File: src/hw/rtl/e1fma_pkg.sv
// e1fma_pkg: shared types, constants and the crc-4 byte update for the e1 aligner
// no dependencies; imported by every module of the block
`default_nettype none

package e1fma_pkg;

  localparam int SLOTS_PER_FRAME = 32;
  localparam int HIST_DEPTH      = 16;
  localparam int SCOUNT_W        = 7;

  localparam logic [4:0] SLOT_TS0  = 5'd0;
  localparam logic [4:0] SLOT_LAST = 5'(SLOTS_PER_FRAME - 1);

  localparam logic [6:0] FAS_PATTERN = 7'h1B;
  localparam int         A_BIT_POS   = 5;

  localparam logic [1:0] ALIGN_FRAME_HUNT    = 2'd0;
  localparam logic [1:0] ALIGN_SEARCH_MFRAME = 2'd1;
  localparam logic [1:0] ALIGN_CRC_ALIGNED   = 2'd2;
  localparam logic [1:0] ALIGN_BASIC_ALIGNED = 2'd3;

  localparam logic [3:0] FC_AFTER_FAS = 4'd2;
  localparam logic [3:0] FC_AFTER_MF  = 4'd11;
  localparam logic [3:0] FC_CRC_SMF1  = 4'd7;
  localparam logic [3:0] FC_CRC_SMF2  = 4'd15;
  localparam logic [3:0] FC_EBIT_1    = 4'd13;
  localparam logic [3:0] FC_EBIT_2    = 4'd15;

  typedef struct packed {
    logic [7:0] octet;
    logic [4:0] slot_index;
  } octet_item_t;

  typedef struct packed {
    logic [1:0] align_state;
    logic [3:0] frame_number;
    logic       frame_found;
    logic       mframe_found;
    logic       local_crc_error;
    logic       local_crc_changed;
    logic       remote_crc_error;
    logic       remote_crc_changed;
    logic       far_alarm;
    logic       far_alarm_changed;
  } status_t;

  // history seen relative to the current frame counter: bit k is frame (fc - k)
  typedef struct packed {
    logic [HIST_DEPTH-1:0] fas;
    logic [HIST_DEPTH-1:0] top;
  } hist_view_t;

  typedef struct packed {
    logic       upd;
    logic [3:0] rot;
  } hist_ctl_t;

  function automatic logic is_fas(input logic [7:0] b);
    return b[6:0] == FAS_PATTERN;
  endfunction

  // x^4+x+1, msb first
  function automatic logic [3:0] crc4_byte(input logic [3:0] crc, input logic [7:0] b);
    logic [3:0] c;
    logic       fb;
    c = crc;
    for (int i = 7; i >= 0; i--) begin
      fb = c[3] ^ b[i];
      c  = {c[2:0], 1'b0} ^ {2'b00, fb, fb};
    end
    return c;
  endfunction

endpackage

`default_nettype wire

File: src/hw/rtl/e1fma_stream_if.sv
// e1fma_stream_if: valid/ready channel carrying one payload per request
// payload type given by parameter; no other dependencies
`default_nettype none

interface e1fma_stream_if #(
  parameter type payload_t = logic
) ();
  logic     valid;
  logic     ready;
  payload_t data;

  modport source (output valid, output data, input ready);
  modport sink   (input valid, input data, output ready);
endinterface

`default_nettype wire

File: src/hw/rtl/e1fma_crc4.sv
// e1fma_crc4: running crc-4 over every octet and the crc of the last sub-multiframe
// depends on e1fma_pkg
`default_nettype none

module e1fma_crc4 (
  input  wire logic       clk,
  input  wire logic       rst,
  input  wire logic       step,
  input  wire logic [7:0] octet,
  input  wire logic       ts0,
  input  wire logic       check,
  output logic [3:0]      previous_crc
);
  import e1fma_pkg::*;

  logic [3:0] running_crc;
  logic [7:0] crc_in;
  logic [3:0] crc_upd;

  // c bit masked in a fas octet
  assign crc_in  = (ts0 && is_fas(octet)) ? {1'b0, octet[6:0]} : octet;
  assign crc_upd = crc4_byte(running_crc, crc_in);

  always_ff @(posedge clk) begin
    if (rst) begin
      running_crc  <= '0;
      previous_crc <= '0;
    end else if (step) begin
      if (check) begin
        previous_crc <= crc_upd;
        running_crc  <= '0;
      end else begin
        running_crc <= crc_upd;
      end
    end
  end

endmodule

`default_nettype wire

File: src/hw/rtl/e1fma_ts0_hist.sv
// e1fma_ts0_hist: 16-frame ts0 history, kept rotated to the frame counter
// depends on e1fma_pkg; rotation amount comes from the alignment machine
`default_nettype none

module e1fma_ts0_hist (
  input  wire logic                  clk,
  input  wire logic                  rst,
  input  wire logic [7:0]            latched_ts0,
  input  wire e1fma_pkg::hist_ctl_t  ctl,
  output e1fma_pkg::hist_view_t      view
);
  import e1fma_pkg::*;

  logic [HIST_DEPTH-1:0] fas_q;
  logic [HIST_DEPTH-1:0] top_q;
  logic [HIST_DEPTH-1:0] fas_next;
  logic [HIST_DEPTH-1:0] top_next;

  // entry of the current frame replaced by this frame's ts0
  assign view.fas = {fas_q[HIST_DEPTH-1:1], is_fas(latched_ts0)};
  assign view.top = {top_q[HIST_DEPTH-1:1], latched_ts0[7]};

  always_comb begin
    logic [3:0] idx;
    for (int k = 0; k < HIST_DEPTH; k++) begin
      idx         = 4'(k) + ctl.rot;
      fas_next[k] = view.fas[idx];
      top_next[k] = view.top[idx];
    end
  end

  always_ff @(posedge clk) begin
    if (rst) begin
      fas_q <= '0;
      top_q <= '0;
    end else if (ctl.upd) begin
      fas_q <= fas_next;
      top_q <= top_next;
    end
  end

endmodule

`default_nettype wire

File: src/hw/rtl/e1fma_align.sv
// e1fma_align: g.706 frame / crc-4 multiframe alignment machine and alarm levels
// depends on e1fma_pkg; fed by e1fma_ts0_hist and e1fma_crc4
`default_nettype none

module e1fma_align #(
  parameter int MFRAME_SEARCH_LIMIT = 64
) (
  input  wire logic                  clk,
  input  wire logic                  rst,
  input  wire logic                  frame_end,
  input  wire logic                  crc4_enable,
  input  wire logic [7:0]            latched_ts0,
  input  wire e1fma_pkg::hist_view_t view,
  input  wire logic [3:0]            previous_crc,
  output e1fma_pkg::hist_ctl_t       hist_ctl,
  output logic                       crc_check,
  output e1fma_pkg::status_t         status
);
  import e1fma_pkg::*;

  typedef enum logic [1:0] {
    FRAME_HUNT    = ALIGN_FRAME_HUNT,
    SEARCH_MFRAME = ALIGN_SEARCH_MFRAME,
    CRC_ALIGNED   = ALIGN_CRC_ALIGNED,
    BASIC_ALIGNED = ALIGN_BASIC_ALIGNED
  } mode_t;

  mode_t               mode, mode_next;
  logic [3:0]          fc, fc_mid, fc_next;
  logic [SCOUNT_W-1:0] scount, scount_next;
  logic                crc_err, crc_err_next;
  logic                rem_err, rem_err_next;
  logic                alarm, alarm_next;
  logic                ff, mf, lchg, rchg, achg, check;
  logic                lost, recovered, mf_seen;
  logic [3:0]          rx_crc;

  assign lost      = !fc[0] && !view.fas[0] && !view.fas[2] && !view.fas[4];
  assign recovered = view.fas[0] && !view.fas[1] && view.fas[2];
  assign mf_seen   = !view.fas[0] && view.top[0] && view.top[2] && !view.top[4] &&
                     view.top[6] && !view.top[8] && !view.top[10];
  assign rx_crc    = {view.top[7], view.top[5], view.top[3], view.top[1]};

  always_comb begin
    mode_next    = mode;
    fc_mid       = fc;
    scount_next  = scount;
    crc_err_next = crc_err;
    rem_err_next = rem_err;
    alarm_next   = alarm;
    ff           = 1'b0;
    mf           = 1'b0;
    lchg         = 1'b0;
    rchg         = 1'b0;
    achg         = 1'b0;
    check        = 1'b0;
    unique case (mode)
      FRAME_HUNT: begin
        if (recovered) begin
          fc_mid      = FC_AFTER_FAS;
          ff          = 1'b1;
          scount_next = '0;
          mode_next   = crc4_enable ? SEARCH_MFRAME : BASIC_ALIGNED;
        end
      end
      SEARCH_MFRAME: begin
        if (!crc4_enable) begin
          mode_next = BASIC_ALIGNED;
        end else if (mf_seen) begin
          fc_mid    = FC_AFTER_MF;
          mf        = 1'b1;
          mode_next = CRC_ALIGNED;
        end else if (scount >= SCOUNT_W'(MFRAME_SEARCH_LIMIT)) begin
          scount_next = '0;
          mode_next   = FRAME_HUNT;
        end else begin
          scount_next = scount + 1'b1;
        end
      end
      CRC_ALIGNED, BASIC_ALIGNED: begin
        if (lost) begin
          mode_next = FRAME_HUNT;
        end else begin
          if (mode == CRC_ALIGNED && crc4_enable) begin
            if (fc == FC_CRC_SMF1 || fc == FC_CRC_SMF2) begin
              crc_err_next = rx_crc != previous_crc;
              lchg         = crc_err_next ^ crc_err;
              check        = 1'b1;
            end
            if (fc == FC_EBIT_1 || fc == FC_EBIT_2) begin
              rem_err_next = !view.top[0];
              rchg         = rem_err_next ^ rem_err;
            end
          end
          if (!view.fas[0]) begin
            alarm_next = latched_ts0[A_BIT_POS];
          end
          achg = alarm_next ^ alarm;
        end
      end
      default: begin
        mode_next = FRAME_HUNT;
      end
    endcase
    fc_next = fc_mid + 4'd1;
  end

  assign hist_ctl.upd = frame_end;
  assign hist_ctl.rot = fc - fc_next;
  assign crc_check    = frame_end && check;

  assign status.align_state        = mode_next;
  assign status.frame_number       = fc_next;
  assign status.frame_found        = ff;
  assign status.mframe_found       = mf;
  assign status.local_crc_error    = crc_err_next;
  assign status.local_crc_changed  = lchg;
  assign status.remote_crc_error   = rem_err_next;
  assign status.remote_crc_changed = rchg;
  assign status.far_alarm          = alarm_next;
  assign status.far_alarm_changed  = achg;

  always_ff @(posedge clk) begin
    if (rst) begin
      mode    <= FRAME_HUNT;
      fc      <= '0;
      scount  <= '0;
      crc_err <= 1'b0;
      rem_err <= 1'b0;
      alarm   <= 1'b0;
    end else if (frame_end) begin
      mode    <= mode_next;
      fc      <= fc_next;
      scount  <= scount_next;
      crc_err <= crc_err_next;
      rem_err <= rem_err_next;
      alarm   <= alarm_next;
    end
  end

endmodule

`default_nettype wire

File: src/hw/rtl/e1_frame_multiframe_aligner_unit.sv
// e1_frame_multiframe_aligner_unit: e1 receive frame and crc-4 multiframe aligner, top level
// depends on e1fma_pkg, e1fma_stream_if, e1fma_crc4, e1fma_ts0_hist, e1fma_align
//
// Octets enter one per request with their timeslot number and are taken at one per clock
// cycle while the input side does not stall. Each octet is held in an input register; as it
// leaves, it updates the running crc-4 and, for the last timeslot of a frame, runs the
// alignment machine and loads one status request into the output register. Other timeslots
// give no status. The input side stalls only when a frame-closing octet meets an output
// register that is still full. The user must write crc4_enable (reset 1) through cfg only
// while the block is idle; the block itself does not enforce this.
`default_nettype none

module e1_frame_multiframe_aligner_unit #(
  parameter int MFRAME_SEARCH_LIMIT = 64
) (
  input wire logic        clk,
  input wire logic        rst,
  e1fma_stream_if.sink    octets,
  e1fma_stream_if.source  status,
  e1fma_stream_if.sink    cfg
);
  import e1fma_pkg::*;

  logic        crc4_enable;
  logic        s1_valid;
  octet_item_t s1_item;
  logic        s1_last;
  logic        s1_adv;
  logic        frame_end;
  logic [7:0]  latched_ts0;
  logic        out_valid;
  status_t     out_data;

  hist_view_t  view;
  hist_ctl_t   hist_ctl;
  logic        crc_check;
  logic [3:0]  previous_crc;
  status_t     frame_status;

  assign s1_last      = s1_item.slot_index == SLOT_LAST;
  assign s1_adv       = s1_valid && (!s1_last || !out_valid || status.ready);
  assign frame_end    = s1_adv && s1_last;
  assign octets.ready = !s1_valid || s1_adv;
  assign cfg.ready    = 1'b1;
  assign status.valid = out_valid;
  assign status.data  = out_data;

  always_ff @(posedge clk) begin
    if (rst) begin
      crc4_enable <= 1'b1;
    end else if (cfg.valid) begin
      crc4_enable <= cfg.data;
    end
  end

  always_ff @(posedge clk) begin
    if (rst) begin
      s1_valid <= 1'b0;
    end else if (octets.ready) begin
      s1_valid <= octets.valid;
    end
  end

  always_ff @(posedge clk) begin
    if (octets.ready && octets.valid) begin
      s1_item <= octets.data;
    end
  end

  always_ff @(posedge clk) begin
    if (rst) begin
      latched_ts0 <= '0;
    end else if (s1_adv && s1_item.slot_index == SLOT_TS0) begin
      latched_ts0 <= s1_item.octet;
    end
  end

  always_ff @(posedge clk) begin
    if (rst) begin
      out_valid <= 1'b0;
    end else if (frame_end) begin
      out_valid <= 1'b1;
    end else if (status.ready) begin
      out_valid <= 1'b0;
    end
  end

  always_ff @(posedge clk) begin
    if (frame_end) begin
      out_data <= frame_status;
    end
  end

  e1fma_crc4 u_crc4 (
    .clk          (clk),
    .rst          (rst),
    .step         (s1_adv),
    .octet        (s1_item.octet),
    .ts0          (s1_item.slot_index == SLOT_TS0),
    .check        (crc_check),
    .previous_crc (previous_crc)
  );

  e1fma_ts0_hist u_hist (
    .clk         (clk),
    .rst         (rst),
    .latched_ts0 (latched_ts0),
    .ctl         (hist_ctl),
    .view        (view)
  );

  e1fma_align #(
    .MFRAME_SEARCH_LIMIT (MFRAME_SEARCH_LIMIT)
  ) u_align (
    .clk          (clk),
    .rst          (rst),
    .frame_end    (frame_end),
    .crc4_enable  (crc4_enable),
    .latched_ts0  (latched_ts0),
    .view         (view),
    .previous_crc (previous_crc),
    .hist_ctl     (hist_ctl),
    .crc_check    (crc_check),
    .status       (frame_status)
  );

  a_mf_state: assert property (@(posedge clk) disable iff (rst)
    out_valid && out_data.mframe_found |->
      out_data.align_state == ALIGN_CRC_ALIGNED && out_data.frame_number == 4'd12)
    else $error("multiframe found without crc aligned state");

  a_ff_state: assert property (@(posedge clk) disable iff (rst)
    out_valid && out_data.frame_found |->
      out_data.frame_number == 4'd3 &&
      (out_data.align_state == ALIGN_SEARCH_MFRAME ||
       out_data.align_state == ALIGN_BASIC_ALIGNED))
    else $error("frame found with wrong state or frame number");

  a_found_excl: assert property (@(posedge clk) disable iff (rst)
    out_valid |-> !(out_data.frame_found && out_data.mframe_found))
    else $error("frame and multiframe found together");

  a_crc_chg: assert property (@(posedge clk) disable iff (rst)
    out_valid && (out_data.local_crc_changed || out_data.remote_crc_changed) |->
      out_data.align_state == ALIGN_CRC_ALIGNED)
    else $error("crc level change outside crc aligned state");

  a_no_drop: assert property (@(posedge clk) disable iff (rst)
    out_valid && !status.ready |=> out_valid && $stable(out_data))
    else $error("pending status lost");

endmodule

`default_nettype wire

File: src/flat_wrapper.sv
// flat-port wrapper written by rule: the top's interface ports become plain ports
module e1_frame_multiframe_aligner_unit_flat import e1fma_pkg::*;
#(
  parameter int MFRAME_SEARCH_LIMIT = 64
)
  (clk, rst, octets_valid, octets_data, octets_ready, status_valid, status_data, status_ready, cfg_valid, cfg_data, cfg_ready);
  e1fma_stream_if #(.payload_t(octet_item_t)) octets_i ();
  e1fma_stream_if #(.payload_t(status_t)) status_i ();
  e1fma_stream_if cfg_i ();
  input wire logic clk;
  input wire logic rst;
  input wire logic [$bits(octets_i.valid)-1:0] octets_valid;
  input wire logic [$bits(octets_i.data)-1:0] octets_data;
  output wire logic [$bits(octets_i.ready)-1:0] octets_ready;
  output wire logic [$bits(status_i.valid)-1:0] status_valid;
  output wire logic [$bits(status_i.data)-1:0] status_data;
  input wire logic [$bits(status_i.ready)-1:0] status_ready;
  input wire logic [$bits(cfg_i.valid)-1:0] cfg_valid;
  input wire logic [$bits(cfg_i.data)-1:0] cfg_data;
  output wire logic [$bits(cfg_i.ready)-1:0] cfg_ready;
  assign octets_i.valid = octets_valid;
  assign octets_i.data = octets_data;
  assign octets_ready = octets_i.ready;
  assign status_valid = status_i.valid;
  assign status_data = status_i.data;
  assign status_i.ready = status_ready;
  assign cfg_i.valid = cfg_valid;
  assign cfg_i.data = cfg_data;
  assign cfg_ready = cfg_i.ready;
  e1_frame_multiframe_aligner_unit #(.MFRAME_SEARCH_LIMIT(MFRAME_SEARCH_LIMIT)) u_core (.clk(clk), .rst(rst), .octets(octets_i), .status(status_i), .cfg(cfg_i));
endmodule
File: config.mk
export PLATFORM = sky130hd
export DESIGN_NAME = e1_frame_multiframe_aligner_unit_flat
export DESIGN_NICKNAME = d
export VERILOG_FILES = /design/src/hw/rtl/e1fma_pkg.sv /design/src/hw/rtl/e1fma_stream_if.sv /design/src/hw/rtl/e1fma_crc4.sv /design/src/hw/rtl/e1fma_ts0_hist.sv /design/src/hw/rtl/e1fma_align.sv /design/src/hw/rtl/e1_frame_multiframe_aligner_unit.sv /design/src/flat_wrapper.sv
export SDC_FILE = /design/constraint.sdc
export NUM_CORES = 1
export LEC_CHECK = 0
export BUFFER_PORTS_ARGS = -buffer_cell sky130_fd_sc_hd__buf_2
export CORE_MARGIN = 2
export CORE_UTILIZATION = 36
export CTS_BUF_LIST = sky130_fd_sc_hd__clkbuf_4
export DETAILED_ROUTE_END_ITERATION = 16
export GPL_ROUTABILITY_DRIVEN = 0
export PLACE_DENSITY_LB_ADDON = 0.08
export SLEW_MARGIN = 20
export SYNTH_ARGS = -nofsm -noshare
export SYNTH_HDL_FRONTEND = slang
export SYNTH_SLANG_ARGS = --single-unit
File: constraint.sdc
create_clock -name clk -period 4.82 [get_ports clk]
set_clock_uncertainty 0.2 [all_clocks]
set_input_delay 0.964 -clock clk [delete_from_list [all_inputs] [get_ports clk]]
set_output_delay 0.964 -clock clk [all_outputs]
set_load 0.05 [all_outputs]
# Word-level counts from Yosys, hierarchy flattened
# Index checks and enable logic that the tools add are counted.
[op_classes] muxes=103 n_eq_ne=13 add_sub_neg=18 n_mul=0 magnitude_cmp=17 bitwise=23 n_shift=0 reduce_logical=46 div_mod_pow=0
[ops] operator="$bmux W1 S4" count=32
[ops] operator="$lt A4 B5 Y1 const B" count=16
[ops] operator="$mux W1" count=53
[ops] operator="$add A4 B4 Y4 const A" count=8
[ops] operator="$xor A4 B2 Y4" count=8
[ops] operator="$mux W7" count=4
[ops] operator="$logic_and A1 B1 Y1" count=18
[ops] operator="$add A3 B4 Y4 const A" count=4
[ops] operator="$mux W4" count=4
[ops] operator="$eq A7 B5 Y1 const B" count=2
[ops] operator="$pmux W7 S2" count=1
[ops] operator="$logic_not A1 Y1" count=12
[ops] operator="$mux W2" count=6
[ops] operator="$xor A1 B1 Y1" count=11
[ops] operator="$add A2 B4 Y4 const A" count=2
[ops] operator="$eq A4 B4 Y1 const B" count=2
[ops] operator="$mux W8" count=1
[ops] operator="$pmux W4 S2" count=1
[ops] operator="$reduce_or A4 Y1" count=2
[ops] operator="$add A7 B1 Y7 const B" count=1
[ops] operator="$ge A7 B7 Y1 const B" count=1
[ops] operator="$pmux W2 S3" count=1
[ops] operator="$eq A5 B5 Y1 const B" count=1
[ops] operator="$logic_not A5 Y1" count=1
[ops] operator="16 further kinds" count=28
[word_totals] mem_bits_rw=0 out_inout_bits=17 rom_bits=0 inputBits=19 latchBits=0 reg_bits=94 n_memories=0

# Logic depth before layout (Yosys ltp)
[logic_depth] depth_word=20 ltp_mapped=21 ltp_nobuf=16

# Modules after synthesis
# Synthesis repeated with hierarchy kept, for this count alone.
[hier_totals] cells_unflattened=646 area_unflattened_um2=6526.3
[by_module_without_submodules] module="e1fma_ts0_hist" cells_per_inst=331 instances=1 area_per_inst_um2=3214.3 seq_area_each_um2=600.6
[by_module_without_submodules] module="e1fma_align" cells_per_inst=176 instances=1 area_per_inst_um2=1370.1 seq_area_each_um2=320.3
[by_module_without_submodules] module="e1_frame_multiframe_aligner_unit" cells_per_inst=85 instances=1 area_per_inst_um2=1358.8 seq_area_each_um2=1031.0
[by_module_without_submodules] module="e1fma_crc4" cells_per_inst=54 instances=1 area_per_inst_um2=583.1 seq_area_each_um2=160.2

# Least setup slack after synthesis
# No wires, ideal clock.
[synth_path] path_type="reg-to-reg" start="reg u_core.u_hist.fas_q[1]" end="reg u_core.u_hist.fas_q[15]" stages_incl_launch_ff=19 synth_period_minus_slack_ns=5.071 t_required_ns=4.489 n_path_buf=4 setup_slack_ns=-0.251 t_arrival_ns=4.740 cell_sequence="dfxtp_1 or4b_4 nor3_4 o22a_2 inv_1 ha_1 xnor2_1 ha_1 clkbuf_1 inv_1 clkbuf_1 ha_1 clkbuf_1 buf_1 mux4_2 nor3b_1 a21oi_1 nor4bb_1 a31oi_1"
[synth_rtl] element="start: declaration" line="e1fma_ts0_hist.sv:14" rtl="logic [HIST_DEPTH-1:0] fas_q;"
[synth_rtl] element="start signal: assignment" line="e1fma_ts0_hist.sv:37" rtl="fas_q <= fas_next;"

# Final worst setup path
[layout_path] start="reg u_core.u_hist.fas_q[1]" end="reg u_core.u_hist.fas_q[15]"
[layout_via] elab_chain_len=10
[layout_lines] element="$logic_not A1 Y1" line="e1fma_align.sv:39" rtl="assign recovered = view.fas[0] && !view.fas[1] && view.fas[2];"
[layout_lines] element="$logic_and A1 B1 Y1 (2 in a row)" line="e1fma_align.sv:39"
[layout_lines] element="$mux W4" line="e1fma_align.sv:59" rtl="if (recovered) begin"
[layout_lines] element="$pmux W4 S2" line="e1fma_align.sv:57" rtl="unique case (mode)"
[layout_lines] element="$add A4 B1 Y4" line="e1fma_align.sv:105" rtl="fc_next = fc_mid + 4'd1;"
[layout_lines] element="$sub A4 B4 Y4" line="e1fma_align.sv:109" rtl="assign hist_ctl.rot = fc - fc_next;"
[layout_lines] element="$add A4 B4 Y4" line="e1fma_ts0_hist.sv:26" rtl="idx = 4'(k) + ctl.rot;"
[layout_lines] element="$bmux W1 S4 *" line="e1fma_ts0_hist.sv:27" rtl="fas_next[k] = view.fas[idx];"
[layout_lines] element="$mux W1 (not written as such) *" line="e1fma_ts0_hist.sv:27"
# Mark *: on every way between the ends. The rest lies on a longest branch, timed or not. The select of a mux whose other input is x is not followed.
# A chain may end at the register's enable or synchronous reset.

==> results_dict.tcl <==
set metrics [dict create \
    grt_use_total_pct 18.7 \
    die_height_um 132 \
    final_period_minus_worst_setup_slack_ps 4490 \
    ys_async_sr_fraction_pct 0 \
    layout.filler_cells 1602 \
    hold_buffers 0 \
    rsz0062_at_grt "false" \
    timing.critical_path.to_type "flip-flop" \
    grt-ovfl-total 0 \
    die_width_um 132 \
    postRouteAntennaNets 0 \
    synth_edf_count 27 \
    leakage_power_nw 2.34 \
    multi_input_comb_area_mm2 0.00357 \
    placement_rows 46 \
    synth_seq_area_share_pct 35.9 \
    syn_nets 631 \
    drt_drc_violations_left 0 \
    hold_path_class "flip-flop to flip-flop" \
    grt_first_pass_wirelength_um 25400 \
    totalPowerFinal_w 0.00160 \
    cts_sinks 92 \
    post_cts.resized_instances 0 \
    ff2ff_setup_slack_ps 330 \
    max_freq_ghz 0.223 \
    number_of_global_route_vias_before_repair 4537 \
    routed_via_density 5.62 \
    drt_iter0_markers 346 \
    critical_path_peak_fanout 10 \
    timing.final.hold_violations 0 \
    path_class "flip-flop to flip-flop" \
    pin_count_of_the_biggest_net_entering_global_routing 39 \
    cts_root_buf "sky130_fd_sc_hd__clkbuf_4" \
    worst_r2r_startpoint "u_core.u_hist.fas_q[1]$_SDFFE_PP0P_" \
    drv_slew 0 \
    total_power_divided_by_cell_area_mw_per_mm2 247 \
    finalCritPeriodShare_pct 93.1 \
    postCtsSetupRepairBufs 0 \
    clkSlewWorstSetupHoldPaths_ps 180 \
    cts_tree "done" \
    placement.setup.worst_slack_ps 298 \
    wl_um 15800 \
    cts_max_level 3 \
    dieArea_mm2 0.0174 \
    final_count_of_negative_setup_slack_endpoints 0 \
    worst_ep_required_time_ps 5020 \
    critPathLaunchType "flip-flop" \
    finish.net_count 655 \
    timing.critical_path.from "u_core.u_hist.fas_q[1]$_SDFFE_PP0P_" \
    maxSlewHeadroom_pct 37.8 \
    drive_gt1_share_pct 18.6 \
    synth_flop_cell "sky130_fd_sc_hd__dfxtp_1" \
    postSynthRegisterBits 92 \
    wl_per_cell_um 18.6 \
    cell_area_after_synthesis_mm2 0.00589 \
    port-buffer-count 34 \
    vdd.ir_drop.worst_mv 0.158 \
    fin_ws_ps 334 \
    total_cts_buffers 9 \
    cp-endpoint "u_core.u_hist.fas_q[15]$_SDFFE_PP0P_" \
    crit-reg2reg-capture "u_core.u_hist.fas_q[15]$_SDFFE_PP0P_" \
    initial_cell_density_of_the_core_pct 36.9 \
    floorplan.core_area_mm2 0.0159 \
    status "finished, final reports clean" \
    ios 36 \
    synth.avg_cell_area_um2 9.75 \
    area_delta_synth_final_pct 9.96 \
    place.detailed.hpwl_um 11600 \
    worst_pin_slew_ps 931 \
    num_vias 4782 \
    sequential_cell_area_mm2 0.00211 \
    synth.distinct_cells 73 \
    clock_latency_ps 500 \
    setup_tns_ps 0 \
    synthesis.instances 604 \
    ff_to_ff_path_depth 16 \
    crit_arrival_ps 4680 \
    clock_path_buffers 2 \
    cap_viol_max_count 0 \
    drtPass1Iterations 5 \
    antenna_found_initial 1 \
    ys_warn_count 0 \
]
-- flip-flops by register name (all words and copies together) (netlist names), 2 cells and up --
register                    cells
u_core.u_hist.top_q            15
u_core.u_crc4.running_crc       4
u_core.u_align.scount           7
u_core.s1_item                 13
u_core.status.data             14
u_core.u_align.fc               4
u_core.u_align.mode             2
u_core.latched_ts0              8
u_core.u_hist.fas_q            15
u_core.u_crc4.previous_crc      4
-- stage by stage --
stage | hold slack [ps] | cell area (um^2) | cells | util, %
after floorplan | 255 | 5890 | 604 | -
after global placement | 269 | 6320 | 833 | 39.6
after detailed placement | 286 | 6320 | 833 | 39.6
after CTS | 308 | 6460 | 849 | 40.5
after global routing | 337 | 6470 | 850 | 40.6
final | 302 | 6480 | 851 | 40.6
-- layout make-up --
class / count / share of cell area, %
multi-input cells: 456 / 55.1
well taps: 216 / 4.17
diodes: 2 / 0.0773
flip-flops and latches: 92 / 32.6
clock inverters: 7 / 1.24
inverters: 16 / 0.927
clock buffers: 9 / 1.04
repair buffers: 53 / 4.83
-- synthesized netlist by cell type (6+ instances only) --
master	n	area, um^2
sky130_fd_sc_hd__inv_1	15	56.3
sky130_fd_sc_hd__mux4_2	14	315
sky130_fd_sc_hd__o21ai_0	26	130
sky130_fd_sc_hd__mux2_2	14	158
sky130_fd_sc_hd__nor2_1	56	210
sky130_fd_sc_hd__dfxtp_1	65	1300
sky130_fd_sc_hd__a21oi_1	31	155
sky130_fd_sc_hd__o211ai_1	8	60.1
sky130_fd_sc_hd__nand2_1	56	210
sky130_fd_sc_hd__nand4_1	11	68.8
sky130_fd_sc_hd__edfxtp_1	27	811
sky130_fd_sc_hd__ha_1	8	100
sky130_fd_sc_hd__buf_1	6	22.5
sky130_fd_sc_hd__o221ai_1	7	61.3
sky130_fd_sc_hd__nand3b_1	9	67.6
sky130_fd_sc_hd__mux2i_1	54	541
sky130_fd_sc_hd__xor2_1	10	87.6
sky130_fd_sc_hd__nor3_1	16	80.1
sky130_fd_sc_hd__nor4b_1	6	52.6
sky130_fd_sc_hd__xnor2_1	19	166
sky130_fd_sc_hd__nand3_1	17	85.1
sky130_fd_sc_hd__a22oi_1	11	82.6
sky130_fd_sc_hd__a31oi_1	7	43.8
sky130_fd_sc_hd__clkbuf_1	30	113
-- metal layers --
| layer | vias up | wire length [um] | GRT usage [%] |
|---|---|---|---|
| met1 | 2360 | 7310 | 25.3 |
| met3 | 16 | 773 | 3.88 |
| li1 | 2301 | - | - |
| met4 | 0 | 208 | 5.92 |
| met5 | - | 0 | 0 |
| met2 | 105 | 7500 | 30.0 |
-- report_power, final --
| part | internal [W] | total (W) | switching, W |
|---|---|---|---|
| sequential | 0.000823 | 0.000850 | 0.0000273 |
| clock | 0.000124 | 0.000450 | 0.000326 |
| combinational | 0.000134 | 0.000300 | 0.000166 |
| total | 0.00108 | 0.00160 | 0.000520 |
-- worst min path at each step --
stage | from | endpoint | slack (ps) | cells past startpoint
after CTS | u_core.u_align.rem_err$_SDFFE_PP0P_ | u_core.u_align.rem_err$_SDFFE_PP0P_ | 310 | 2
after floorplan | u_core.latched_ts0[2]$_SDFFE_PP0P_ | u_core.latched_ts0[2]$_SDFFE_PP0P_ | 260 | 2
after detailed placement | u_core.u_align.rem_err$_SDFFE_PP0P_ | u_core.u_align.rem_err$_SDFFE_PP0P_ | 290 | 2
after global placement | u_core.latched_ts0[2]$_SDFFE_PP0P_ | u_core.latched_ts0[2]$_SDFFE_PP0P_ | 270 | 2
final | u_core.u_align.rem_err$_SDFFE_PP0P_ | u_core.u_align.rem_err$_SDFFE_PP0P_ | 300 | 2
after global routing | u_core.u_crc4.previous_crc[2]$_SDFFE_PP0P_ | u_core.u_crc4.previous_crc[2]$_SDFFE_PP0P_ | 340 | 2
-- placed cells by master, fill, tap and decap left out, types with 8 or more instances in the layout --
cell type                  count
sky130_fd_sc_hd__nor2_1       55
sky130_fd_sc_hd__buf_4        19
sky130_fd_sc_hd__mux2i_1      54
sky130_fd_sc_hd__buf_2        34
sky130_fd_sc_hd__xnor2_1      19
sky130_fd_sc_hd__o211ai_1      8
sky130_fd_sc_hd__xor2_1       10
sky130_fd_sc_hd__mux4_2       14
sky130_fd_sc_hd__mux2_2       14
sky130_fd_sc_hd__inv_1        15
sky130_fd_sc_hd__ha_1          8
sky130_fd_sc_hd__nand2_1      56
sky130_fd_sc_hd__a22oi_1      11
sky130_fd_sc_hd__nor3_1       15
sky130_fd_sc_hd__nand3b_1      9
sky130_fd_sc_hd__nand3_1      17
sky130_fd_sc_hd__nand4_1      11
sky130_fd_sc_hd__dfxtp_1      65
sky130_fd_sc_hd__clkbuf_4      9
sky130_fd_sc_hd__a21oi_1      30
sky130_fd_sc_hd__o21ai_0      26
sky130_fd_sc_hd__edfxtp_1     27
-- worst max-delay path, stage by stage (launching register included) --
cell,delay (ps)
sky130_fd_sc_hd__dfxtp_1,410
sky130_fd_sc_hd__or4b_4,560
sky130_fd_sc_hd__nor3_4,140
sky130_fd_sc_hd__buf_4,190
sky130_fd_sc_hd__nor3_1,50
sky130_fd_sc_hd__inv_1,110
sky130_fd_sc_hd__ha_1,240
sky130_fd_sc_hd__xnor2_1,150
sky130_fd_sc_hd__ha_1,350
sky130_fd_sc_hd__inv_1,60
sky130_fd_sc_hd__ha_1,480
sky130_fd_sc_hd__buf_4,290
sky130_fd_sc_hd__mux4_2,390
sky130_fd_sc_hd__nor3b_1,170
sky130_fd_sc_hd__a21oi_1,260
sky130_fd_sc_hd__nor4bb_1,300
sky130_fd_sc_hd__a31oi_1,60
-- kinds of logic after synthesis --
kind of cell	count (synthesis)	share of synthesized area, %
and+or+nand+nor	198	17.2
xor gates and xnor gates	41	8.86
other	1	0.0637
buffers and inverters	56	3.74
muxes	86	18.5
adders and majority gates	8	1.70
DFF	92	35.9
AOI/OAI and AO/OA	122	14.1
Power figures use the tool's default switching activity.
